===== config.mk =====
export PLATFORM = sky130hd
export DESIGN_NAME = sgm_mag
export DESIGN_NICKNAME = d
export VERILOG_FILES = /design/src/hdl/sgm_pkg.sv /design/src/hdl/sgm_mag.sv
export SDC_FILE = /design/constraint.sdc
export NUM_CORES = 1
export LEC_CHECK = 0
export BUFFER_PORTS_ARGS = -buffer_cell sky130_fd_sc_hd__buf_2
export CORE_MARGIN = 2
export CORE_UTILIZATION = 45
export CTS_CLUSTER_DIAMETER = 40
export DETAILED_ROUTE_END_ITERATION = 10
export PLACE_DENSITY = 0.73
export REMOVE_ABC_BUFFERS = 1
export SLEW_MARGIN = 10
export SYNTH_ARGS = -nofsm -noshare
export SYNTH_HDL_FRONTEND = slang
export SYNTH_SLANG_ARGS = --single-unit

===== constraint.sdc =====
create_clock -name i_clk -period 16.1 [get_ports i_clk]
set_clock_uncertainty 0.1 [all_clocks]
set_input_delay 2.415 -clock i_clk [delete_from_list [all_inputs] [get_ports i_clk]]
set_output_delay 2.415 -clock i_clk [all_outputs]
set_load 0.01 [all_outputs]

===== src/hdl/sgm_pkg.sv =====
`timescale 1ns / 1ps

package sgm_pkg;

    localparam int SGM_MAX_WIDTH = 2048;
    localparam int SGM_MAX_HEIGHT = 4096;
    localparam int SGM_PIX_W = 8;
    localparam int SGM_FW_W = 12;
    localparam int SGM_FH_W = 13;
    localparam int SGM_CNT_W = 12;
    localparam int SGM_CFG_W = 13;
    localparam int SGM_WIDTH_RESET = 640;
    localparam int SGM_HEIGHT_RESET = 480;
    localparam int SGM_DIM_MIN = 3;
    localparam logic [7:0] SGM_MAG_MAX = 8'd255;

    localparam logic CFG_FRAME_WIDTH = 1'b0;
    localparam logic CFG_FRAME_HEIGHT = 1'b1;

    typedef struct packed {
        logic produce;
        logic row_end;
        logic frame_end;
    } t_tag;

    typedef logic [2:0][2:0][7:0] t_win;

    typedef struct packed {
        logic [9:0] rem;
        logic [7:0] root;
    } t_sqrt;

    function automatic t_sqrt sqrt_step(input t_sqrt cur, input logic [1:0] pair);
        logic [11:0] acc;
        logic [11:0] trial;
        t_sqrt nxt;
        acc = {cur.rem, pair};
        trial = {2'b00, cur.root, 2'b01};
        if (acc >= trial) begin
            nxt.rem = 10'(acc - trial);
            nxt.root = {cur.root[6:0], 1'b1};
        end else begin
            nxt.rem = acc[9:0];
            nxt.root = {cur.root[6:0], 1'b0};
        end
        return nxt;
    endfunction

endpackage


===== src/hdl/sgm_mag.sv =====
`timescale 1ns / 1ps

module sgm_mag import sgm_pkg::*; (
    input  logic       i_clk,
    input  logic       i_rst_n,
    input  logic       i_en,
    input  logic       i_valid,
    input  t_tag       i_tag,
    input  t_win       i_win,
    output logic       o_valid,
    output t_tag       o_tag,
    output logic [7:0] o_magnitude
);

    logic [9:0]         pos_x;
    logic [9:0]         neg_x;
    logic [9:0]         pos_y;
    logic [9:0]         neg_y;
    logic signed [10:0] n_gx;
    logic signed [10:0] n_gy;
    logic signed [21:0] sq_x;
    logic signed [21:0] sq_y;
    logic [20:0]        sum;
    t_sqrt              hi_steps [5];
    t_sqrt              lo_steps [5];

    logic               r_v3;
    logic               r_v4;
    logic               r_v5;
    logic               r_v6;
    logic               r_out_valid;
    t_tag               r_tag3;
    t_tag               r_tag4;
    t_tag               r_tag5;
    t_tag               r_tag6;
    t_tag               r_tag_out;
    logic signed [10:0] r_gx;
    logic signed [10:0] r_gy;
    logic [19:0]        r_sqx;
    logic [19:0]        r_sqy;
    logic [15:0]        r_sum;
    logic               r_sat5;
    logic               r_sat6;
    logic [7:0]         r_low6;
    t_sqrt              r_part6;
    logic [7:0]         r_mag;

    always_comb begin
        pos_x = {2'b00, i_win[0][2]} + {1'b0, i_win[1][2], 1'b0} + {2'b00, i_win[2][2]};
        neg_x = {2'b00, i_win[0][0]} + {1'b0, i_win[1][0], 1'b0} + {2'b00, i_win[2][0]};
        pos_y = {2'b00, i_win[0][0]} + {1'b0, i_win[0][1], 1'b0} + {2'b00, i_win[0][2]};
        neg_y = {2'b00, i_win[2][0]} + {1'b0, i_win[2][1], 1'b0} + {2'b00, i_win[2][2]};
        n_gx = $signed({1'b0, pos_x}) - $signed({1'b0, neg_x});
        n_gy = $signed({1'b0, pos_y}) - $signed({1'b0, neg_y});
    end

    assign sq_x = r_gx * r_gx;
    assign sq_y = r_gy * r_gy;
    assign sum = {1'b0, r_sqx} + {1'b0, r_sqy};

    // The root is built two input bits at a time, four steps per stage.
    always_comb begin
        hi_steps[0] = '0;
        for (int i = 0; i < 4; i++) begin
            hi_steps[i+1] = sqrt_step(hi_steps[i], r_sum[15-2*i -: 2]);
        end
        lo_steps[0] = r_part6;
        for (int i = 0; i < 4; i++) begin
            lo_steps[i+1] = sqrt_step(lo_steps[i], r_low6[7-2*i -: 2]);
        end
    end

    always_ff @(posedge i_clk) begin
        if (i_en) begin
            r_gx <= n_gx;
            r_gy <= n_gy;
            r_tag3 <= i_tag;
            r_sqx <= sq_x[19:0];
            r_sqy <= sq_y[19:0];
            r_tag4 <= r_tag3;
            r_sum <= sum[15:0];
            r_sat5 <= (sum[20:16] != 5'd0);
            r_tag5 <= r_tag4;
            r_part6 <= hi_steps[4];
            r_low6 <= r_sum[7:0];
            r_sat6 <= r_sat5;
            r_tag6 <= r_tag5;
            r_mag <= r_sat6 ? SGM_MAG_MAX : lo_steps[4].root;
            r_tag_out <= r_tag6;
        end
    end

    always_ff @(posedge i_clk) begin
        if (!i_rst_n) begin
            r_v3 <= 1'b0;
            r_v4 <= 1'b0;
            r_v5 <= 1'b0;
            r_v6 <= 1'b0;
            r_out_valid <= 1'b0;
        end else if (i_en) begin
            r_v3 <= i_valid;
            r_v4 <= r_v3;
            r_v5 <= r_v4;
            r_v6 <= r_v5;
            r_out_valid <= r_v6;
        end
    end

    assign o_valid = r_out_valid;
    assign o_tag = r_tag_out;
    assign o_magnitude = r_mag;

endmodule


Word level (Yosys, flattened, before mapping)

Cells that the tools add are included.

Bits in latches: 0
Input port bits: 79
Memories kept: 0
Output and inout port bits: 12
Register bits: 134
Bits in writable memories: 0
Word-level logic and storage cells: 68
Memory bits (read-only): 0

Magnitude comparators: 8
Bitwise gates (word level): 0
Div/mod/pow operators: 0
Multipliers: 2
Muxes and demuxes: 8
$add $sub $neg: 18
Shifts and indexed selects: 0
Eq/ne operators: 0
Reduce and logical (&&, ||, !) cells: 1

Operator list:

| kind                  | count |
|---|---|
| $mux W18              | 7 |
| $ge A12 B10 Y1        | 7 |
| $sub A10 B10 Y10      | 6 |
| $add A10 B8 Y10       | 4 |
| $add A8 B9 Y10        | 4 |
| $mul A11 B11 Y20      | 2 |
| $sub A10 B10 Y11      | 2 |
| $add A20 B20 Y21      | 1 |
| $reduce_bool A5 Y1    | 1 |
| $sub A2 B1 Y3 const B | 1 |
| $ge A2 B1 Y1 const B  | 1 |
| $mux W1               | 1 |

Depth between registers and ports, before layout

Gate-level depths: netlist of run 1.

Depth in word-level cells: 8
Mapped depth: 37
Depth with buffers taken out: 33

Worst setup path after synthesis of run 1

No wires, ideal clock.

Path kind: flip-flop to flip-flop
Start: register r_part6 (netlist bit lo_steps[83])
End: register r_mag[0], in the netlist o_magnitude[0] (data pin)
Clock period less this slack: 6.957 ns
Buffers on the path: 4
Required time: 15.728 ns
Cell stages (with the launch flop): 35
Library setup time: 0.272 ns
Arrival time: 6.586 ns
Slack: 9.143 ns
Cell sequence: edfxtp_1 -> ha_1 -> nand4_1 -> o211a_1 -> nand3_1 -> buf_2 -> a21oi_1 -> ha_1 -> clkbuf_1 -> nand3b_1 -> nor4_1 -> nor3_1 -> o2111ai_1 -> or2_1 -> buf_2 -> inv_1 -> nand2_1 -> o21ai_0 -> ha_1 -> clkbuf_1 -> nand4_1 -> or3_1 -> and3_1 -> o21ai_0 -> mux2i_1 -> a22o_1 -> o211ai_2 -> clkinv_1 -> o21ai_0 -> ha_1 -> and4_1 -> o211ai_1 -> o221ai_1 -> nor3b_1 -> o221ai_1

Cells in the longest elaborated chain, start to end: 8
Elaborated cells on any way between the ends: 11
Classes of those cells: add/sub: 3; order compare: 4; mux: 4

RTL lines:

| item                                               | RTL line                     | RTL |
|---|---|---|
| start, declared                                    | sgm_mag.sv:45                | `t_sqrt r_part6;` |
| start signal, assigned                             | sgm_mag.sv:84                | `r_part6 <= hi_steps[4];` |
| $sub A10 B10 Y10 or $ge A12 B10 Y1 (tied branches) | sgm_pkg.sv:40, sgm_pkg.sv:39 |  |
| $mux W18 *                                         | sgm_pkg.sv:39                | `if (acc >= trial) begin` |
| $sub A10 B10 Y10 or $ge A12 B10 Y1 (tied branches) | sgm_pkg.sv:40, sgm_pkg.sv:39 |  |
| $mux W18 *                                         | sgm_pkg.sv:39                |  |
| $sub A10 B10 Y10 or $ge A12 B10 Y1 (tied branches) | sgm_pkg.sv:40, sgm_pkg.sv:39 |  |
| $mux W18 *                                         | sgm_pkg.sv:39                |  |
| $ge A12 B10 Y1 *                                   | sgm_pkg.sv:39                |  |
| $mux W1 *                                          | sgm_pkg.sv:39                |  |
| end signal, assigned                               | sgm_mag.sv:88                | `r_mag <= r_sat6 ? SGM_MAG_MAX : lo_steps[4].root;` |
| end, declared                                      | sgm_mag.sv:46                | `logic [7:0] r_mag;` |

Mark *: on every way between the ends. The rest lies on a longest branch, timed or not.
A chain may end at the register's enable or synchronous reset.

Final worst setup path of run 1

Start: register r_part6 (netlist bit lo_steps[73])
End: register r_mag[0], in the netlist o_magnitude[0] (data pin)

Same word-level chain as after synthesis.

==> results.sh, run 1 <==
export IMPL_status="completed"
export IMPL_netlist_area_um2=16780
export IMPL_cts_buffers=17
export IMPL_ant_nets=0
export IMPL_netlist_instances=1635
export IMPL_critPathCaptureType="flip-flop"
export IMPL_dpl_instance_area_um2=17640
export IMPL_whs_path_depth=0
export IMPL_critPathLaunchType="flip-flop"
export IMPL_ys_async_sr_fraction=0
export IMPL_path_common_cell="ha_1"
export IMPL_die_area_um2=38840
export IMPL_synth_area_top_cells="fa_1 30%, edfxtp_1 22%, ha_1 12%"
export IMPL_dr_pass1_iters=5
export IMPL_relSlewSlack=0.3707
export IMPL_cp_arrival_ps=8790
export IMPL_cts_root_buf="clkbuf_16"
export IMPL_multi_input_area_um2=11480
export IMPL_synth_top_area_frac=0.3019
export IMPL_dpl_hpwl_mm=26.32
export IMPL_cts_sinks=128
export IMPL_wl_mm=32.24
export IMPL_yosysMostFrequentCell="inv_1"
export IMPL_num_nets_final=2202
export IMPL_setup_viol=0
export IMPL_cts_hold_buf=0
export IMPL_clkTransAtPathRegs_ps=60
export IMPL_grt_first_pass_wirelength_mm=55.37
export IMPL_io_buffers=82
export IMPL_slew_viol_final=0
export IMPL_hold_class="reg -> reg"
export IMPL_dp_cells=2153
export IMPL_cp_startpoint="lo_steps[73]"
export IMPL_place_congestion=0.8719
export IMPL_vias_per_cell=5.091
export IMPL_coreArea_um2=36700
export IMPL_clk_latency_ps=420
export IMPL_htreeDepth=4
export IMPL_drive_above_1_share=0.07746
export IMPL_crit_type="reg -> reg"
export IMPL_synth_top_family_by_area="adder cells"
export IMPL_ys_warn_count=0
export IMPL_clock_path_buffers=2
export IMPL_syn_avg_cell_area_um2=10.26
export IMPL_drt_iter0_drc=428
export IMPL_syn_to_final_growth_pct=8.540
export IMPL_period_needed_ps=8741
export IMPL_hold_violations=0
export IMPL_grt_max_degree=74
export IMPL_vias=11120
export IMPL_drcViolationCount=0
export IMPL_cap_violations=0
export IMPL_setup_tns_final_ps=0
export IMPL_fill_cells=3294
export IMPL_tightest_slew_ps=943.9
export IMPL_synth_simple_area_share=0.1177
export IMPL_fin_area_um2=18210
export IMPL_synth_seq_cells=128
export IMPL_period_share=0.5429
export IMPL_grt_total_usage=0.1764
export IMPL_die_h_um=197.1
export IMPL_cts_resized=0
export IMPL_post_place_ws_ps=7514
export IMPL_antenna_diode_count=0
export IMPL_crit_fanout=11
export IMPL_ys_types=71
export IMPL_overflow=0
export IMPL_synth_xor_area_frac=0.05169
export IMPL_post_cts_buffers=0
export IMPL_rsz0062_at_grt="false"
export IMPL_routedWlPerCell_um=14.75
export IMPL_synthMuxAreaShare=0.01231
export IMPL_grt_pass1_vias=12240
export IMPL_fin_cells=2185
export IMPL_synth_compound_area_frac=0.07675
export IMPL_core_rowCount=70
export IMPL_slowest_stage="o32ai_1"
export IMPL_fmaxAchievable_ghz=0.1144
export IMPL_synth_seq_area_share=0.2261
export IMPL_synthAdderAreaFrac=0.4257
export IMPL_synthTopCellsByCount="358 x inv_1, 253 x fa_1, 166 x ha_1"
export IMPL_synth_ff_type="edfxtp_1"
export IMPL_rr_worst_depth=29
export IMPL_timing_rr_start="lo_steps[73]"
export IMPL_min_from="r_tag3[1]"
export IMPL_synth_area_leader_cell="fa_1"
export IMPL_regArea_um2=3794
export IMPL_worstPathRequired_ps=16150
export IMPL_cpPeakStageDelay_ps=530
export IMPL_antenna_found_initial=0
export IMPL_fp_dieW_um=197.1
export IMPL_initial_utilization=0.4571
export IMPL_ios=91
export IMPL_fin_ws_ps=7359
export IMPL_synth_edf_count=123
export IMPL_cts_tree="done"
## per-layer routing
metal / vias up / share of wire / GRT usage
met5: - / 0 / 0
met4: 0 / 0.018 / 0.04511
met3: 41 / 0.033 / 0.02937
met2: 188 / 0.53 / 0.3350
met1: 5524 / 0.42 / 0.2056
li1: 5370 / - / -
## critical path: cells and delay by family (launching register included)
kind | cells | cell delay, ps
compound gates | 12 | 2980
simple gates | 8 | 2050
fa+ha+maj | 4 | 1640
buf+inv | 4 | 1200
flops | 1 | 380
mux | 1 | 90
## registers in the layout (all words and copies together), names as in the netlist, 3 cells and up
| signal | flops |
|---|---|
| r_tag6 | 3 |
| r_tag4 | 3 |
| r_tag5 | 3 |
| r_sqx | 19 |
| r_sum | 16 |
| o_magnitude | 8 |
| r_low6 | 8 |
| r_gx | 11 |
| o_tag | 3 |
| r_gy | 11 |
| lo_steps | 14 |
| r_tag3 | 3 |
| r_sqy | 19 |
## layout by cell type (no fill, tap or decap), types with 5 or more instances in the layout
master     instances
a211o_1            5
a21o_1            18
a21oi_1           58
a31oi_1           10
and2_1            81
and3_1             9
buf_2             81
clkbuf_16         17
clkinv_4           5
dfxtp_1            5
edfxtp_1         123
fa_1             253
ha_1             166
inv_1            358
mux2i_1           15
nand2_1           94
nand2b_1          26
nand3_1           16
nand3b_1           6
nand4_1            6
nor2_1            66
nor2b_1           21
nor3_1            16
nor4_1             6
o211ai_1           8
o21ai_0           42
o21bai_1           9
or2_2              8
or3_1              7
xnor2_1           75
xor2_1            24
## metrics by stage
stage               hold slack, ps  utilization
finish                       316.0       0.4962
global route                 323.8       0.4962
CTS                          320.0       0.4962
detailed placement           304.5       0.4806
global placement             300.5       0.4806
floorplan                    300.3            -
## cell type report
| type | instances | area share |
|---|---|---|
| clock buffer | 18 | 0.02357 |
| clock inverter | 14 | 0.007902 |
| inverter | 360 | 0.07421 |
| multi-input combinational | 1113 | 0.6303 |
| sequential | 128 | 0.2083 |
| tap | 468 | 0.03216 |
| timing repair buffer | 84 | 0.02350 |
## logic make-up (layout without fill, tap and decap cells)
family / Yosys count / in the layout
adders and majority gates: 419 / 419
buffers and inverters: 394 / 476
and+or+nand+nor: 378 / 378
AOI/OAI and AO/OA: 198 / 198
DFF: 128 / 128
xor gates and xnor gates: 99 / 99
muxes: 19 / 19
## final timing paths
kind	slack, ps	end
hold / removal	320	r_tag4[1]
setup reg to reg	7360	o_magnitude[0]
hold reg to reg	320	r_tag4[1]
setup / recovery	7360	o_magnitude[0]
Power of run 1 is not shown: default switching activity piles up to over one toggle a cycle in this logic, so the estimate is an artifact.
==> run 2, diff against run 1 <==
--- a/config.mk
+++ b/config.mk
@@ -5,6 +5,7 @@
 export SDC_FILE = /design/constraint.sdc
 export NUM_CORES = 1
 export LEC_CHECK = 0
+export ABC_AREA = 1
 export BUFFER_PORTS_ARGS = -buffer_cell sky130_fd_sc_hd__buf_2
 export CORE_MARGIN = 2
 export CORE_UTILIZATION = 45
==> constraint.sdc (replaced) <==
create_clock -name i_clk -period 8.2 [get_ports i_clk]
set_clock_uncertainty 0.1 [all_clocks]
set_input_delay 1.23 -clock i_clk [delete_from_list [all_inputs] [get_ports i_clk]]
set_output_delay 1.23 -clock i_clk [all_outputs]
set_load 0.01 [all_outputs]
==> run 2 against run 1 <==
Net effect: sequential cell count unchanged; fmax rose by 37%; worst setup slack lost 5500 ps; synthesized cell count up 12%; worst hold slack about the same; global-route usage rose by 0.46 points; design area increased by 1.1%; critical path depth up 5; critical path type unchanged; highest routed layer unchanged.
==> results.sh, run 2 <==
export IMPL_vias_per_cell=4.893
export IMPL_cts_root_buf="clkbuf_16"
export IMPL_cts_sinks=128
export IMPL_netlist_area_um2=16930
export IMPL_wl_mm=32.55
export IMPL_drive_above_1_share=0.08698
export IMPL_final_common_cell="inv_1"
export IMPL_rsz0062_at_grt="false"
export IMPL_multi_input_area_um2=11160
export IMPL_dpl_hpwl_mm=27.12
export IMPL_dpl_instance_area_um2=17820
export IMPL_synthTopCellsByCount="485 x inv_1, 308 x nand2_1, 253 x fa_1"
export IMPL_hold_violations=0
export IMPL_fmaxAchievable_ghz=0.1566
export IMPL_grt_first_pass_wirelength_mm=57.06
export IMPL_drcViolationCount=0
export IMPL_syn_avg_cell_area_um2=9.219
export IMPL_worstPathRequired_ps=8280
export IMPL_final_cell_mix="485 x inv_1, 308 x nand2_1, 253 x fa_1"
export IMPL_grt_max_degree=71
export IMPL_period_share=0.7788
export IMPL_synth_ff_type="edfxtp_1"
export IMPL_slew_viol_final=0
export IMPL_cts_resized=0
export IMPL_setup_viol=0
export IMPL_fp_dieW_um=197.9
export IMPL_syn_to_final_growth_pct=8.760
export IMPL_ys_async_sr_fraction=0
export IMPL_clock_path_buffers=2
export IMPL_ys_warn_count=0
export IMPL_core_rowCount=71
export IMPL_clk_latency_ps=420
export IMPL_die_h_um=197.9
export IMPL_drt_iter0_drc=479
export IMPL_synth_area_leader_cell="fa_1"
export IMPL_ant_nets=0
export IMPL_cts_hold_buf=0
export IMPL_critPathLaunchType="flip-flop"
export IMPL_timing_rr_start="lo_steps[73]"
export IMPL_die_area_um2=39180
export IMPL_antenna_found_initial=0
export IMPL_synth_top_area_frac=0.2992
export IMPL_htreeDepth=4
export IMPL_regArea_um2=3794
export IMPL_num_nets_final=2406
export IMPL_io_buffers=82
export IMPL_cts_tree="done"
export IMPL_crit_buf_inv=5
export IMPL_period_needed_ps=6386
export IMPL_tightest_slew_ps=838.8
export IMPL_antenna_diode_count=0
export IMPL_yosysMostFrequentCell="inv_1"
export IMPL_crit_type="reg -> reg"
export IMPL_cpLargestDelayFamily="simple AND/OR/NAND/NOR gates"
export IMPL_fill_cells=3471
export IMPL_synth_edf_count=123
export IMPL_top_regs="r_sqx x19, r_sqy x19, r_sum x16"
export IMPL_hold_class="reg -> reg"
export IMPL_vias=11710
export IMPL_synth_seq_cells=128
export IMPL_grt_total_usage=0.1811
export IMPL_slowest_stage="nor2_2"
export IMPL_synth_area_top_cells="fa_1 30%, edfxtp_1 22%, ha_1 12%"
export IMPL_critPathCaptureType="flip-flop"
export IMPL_ios=91
export IMPL_clkTransAtPathRegs_ps=60
export IMPL_cp_arrival_ps=6460
export IMPL_cpPeakStageDelay_ps=440
export IMPL_crit_fanout=18
export IMPL_ys_types=48
export IMPL_routedWlPerCell_um=13.60
export IMPL_cp_startpoint="lo_steps[73]"
export IMPL_setup_tns_final_ps=0
export IMPL_synth_seq_area_share=0.2241
export IMPL_netlist_instances=1836
export IMPL_relSlewSlack=0.4408
export IMPL_post_cts_buffers=0
export IMPL_dr_pass1_iters=4
export IMPL_fin_area_um2=18410
export IMPL_initial_utilization=0.4537
export IMPL_cts_buffers=17
export IMPL_cap_violations=0
export IMPL_overflow=0
export IMPL_grt_pass1_vias=12840
export IMPL_status="completed"
export IMPL_path_common_cell="nand2_1"
export IMPL_min_from="r_tag4[1]"
export IMPL_place_congestion=0.9265
export IMPL_coreArea_um2=37310
-- run 2: changes by cell type after synthesis, moves of 22 or more --
cell / change
nand2b_1: -26
and2_1: -81
nand3_1: +29
nand2_1: +214
xor2_1: +40
xnor2_1: -37
a21oi_1: +22
inv_1: +127
-- run 2: per-layer routing --
layer,routed length [um],global-route usage,vias up,part of all wire
li1,-,-,5708,-
met1,13010,0.2029,5757,0.40
met4,609,0.04567,0,0.019
met3,1310,0.03219,45,0.040
met5,0,0,-,0
met2,17620,0.3513,204,0.54
-- run 2: worst paths after layout --
path                          to  cells past startpoint  slack [ps]
setup / recovery  o_magnitude[0]                     34        1810
setup reg to reg  o_magnitude[0]                     34        1810
hold / removal         r_tag5[1]                      0         320
hold reg to reg        r_tag5[1]                      0         320
-- run 2: through the flow --
stage                     utilization  setup WS (ps)  cells  hold WS (ps)
final                          0.4934           1814   2394         315.5
after global routing           0.4934           1244   2394         312.2
after CTS                      0.4934           1791   2394         313.4
after detailed placement       0.4775           1813   2363         305.6
after global placement         0.4775           1840   2363         301.0
after floorplan                     -           2924   1806         300.3
-- run 2: area by class of cell --
type | instances | area share
clock buffer | 17 | 0.02311
clock inverter | 14 | 0.009040
inverter | 494 | 0.1007
multi-input combinational | 1184 | 0.6060
sequential | 128 | 0.2061
tap | 474 | 0.03222
timing repair buffer | 83 | 0.02284
-- run 2: cells by family (layout without fill, tap and decap cells) --
group / Yosys count / in the layout / synth area share
AO/OA/AOI/OAI: 165 / 165 / 0.05426
XOR/XNOR: 105 / 105 / 0.05633
adder cells (fa/ha/maj): 419 / 419 / 0.4219
buffers and inverters: 524 / 608 / 0.1168
flip-flops: 128 / 128 / 0.2241
AND/OR/NAND/NOR: 495 / 495 / 0.1266
Power of run 2 is left out for the same reason.
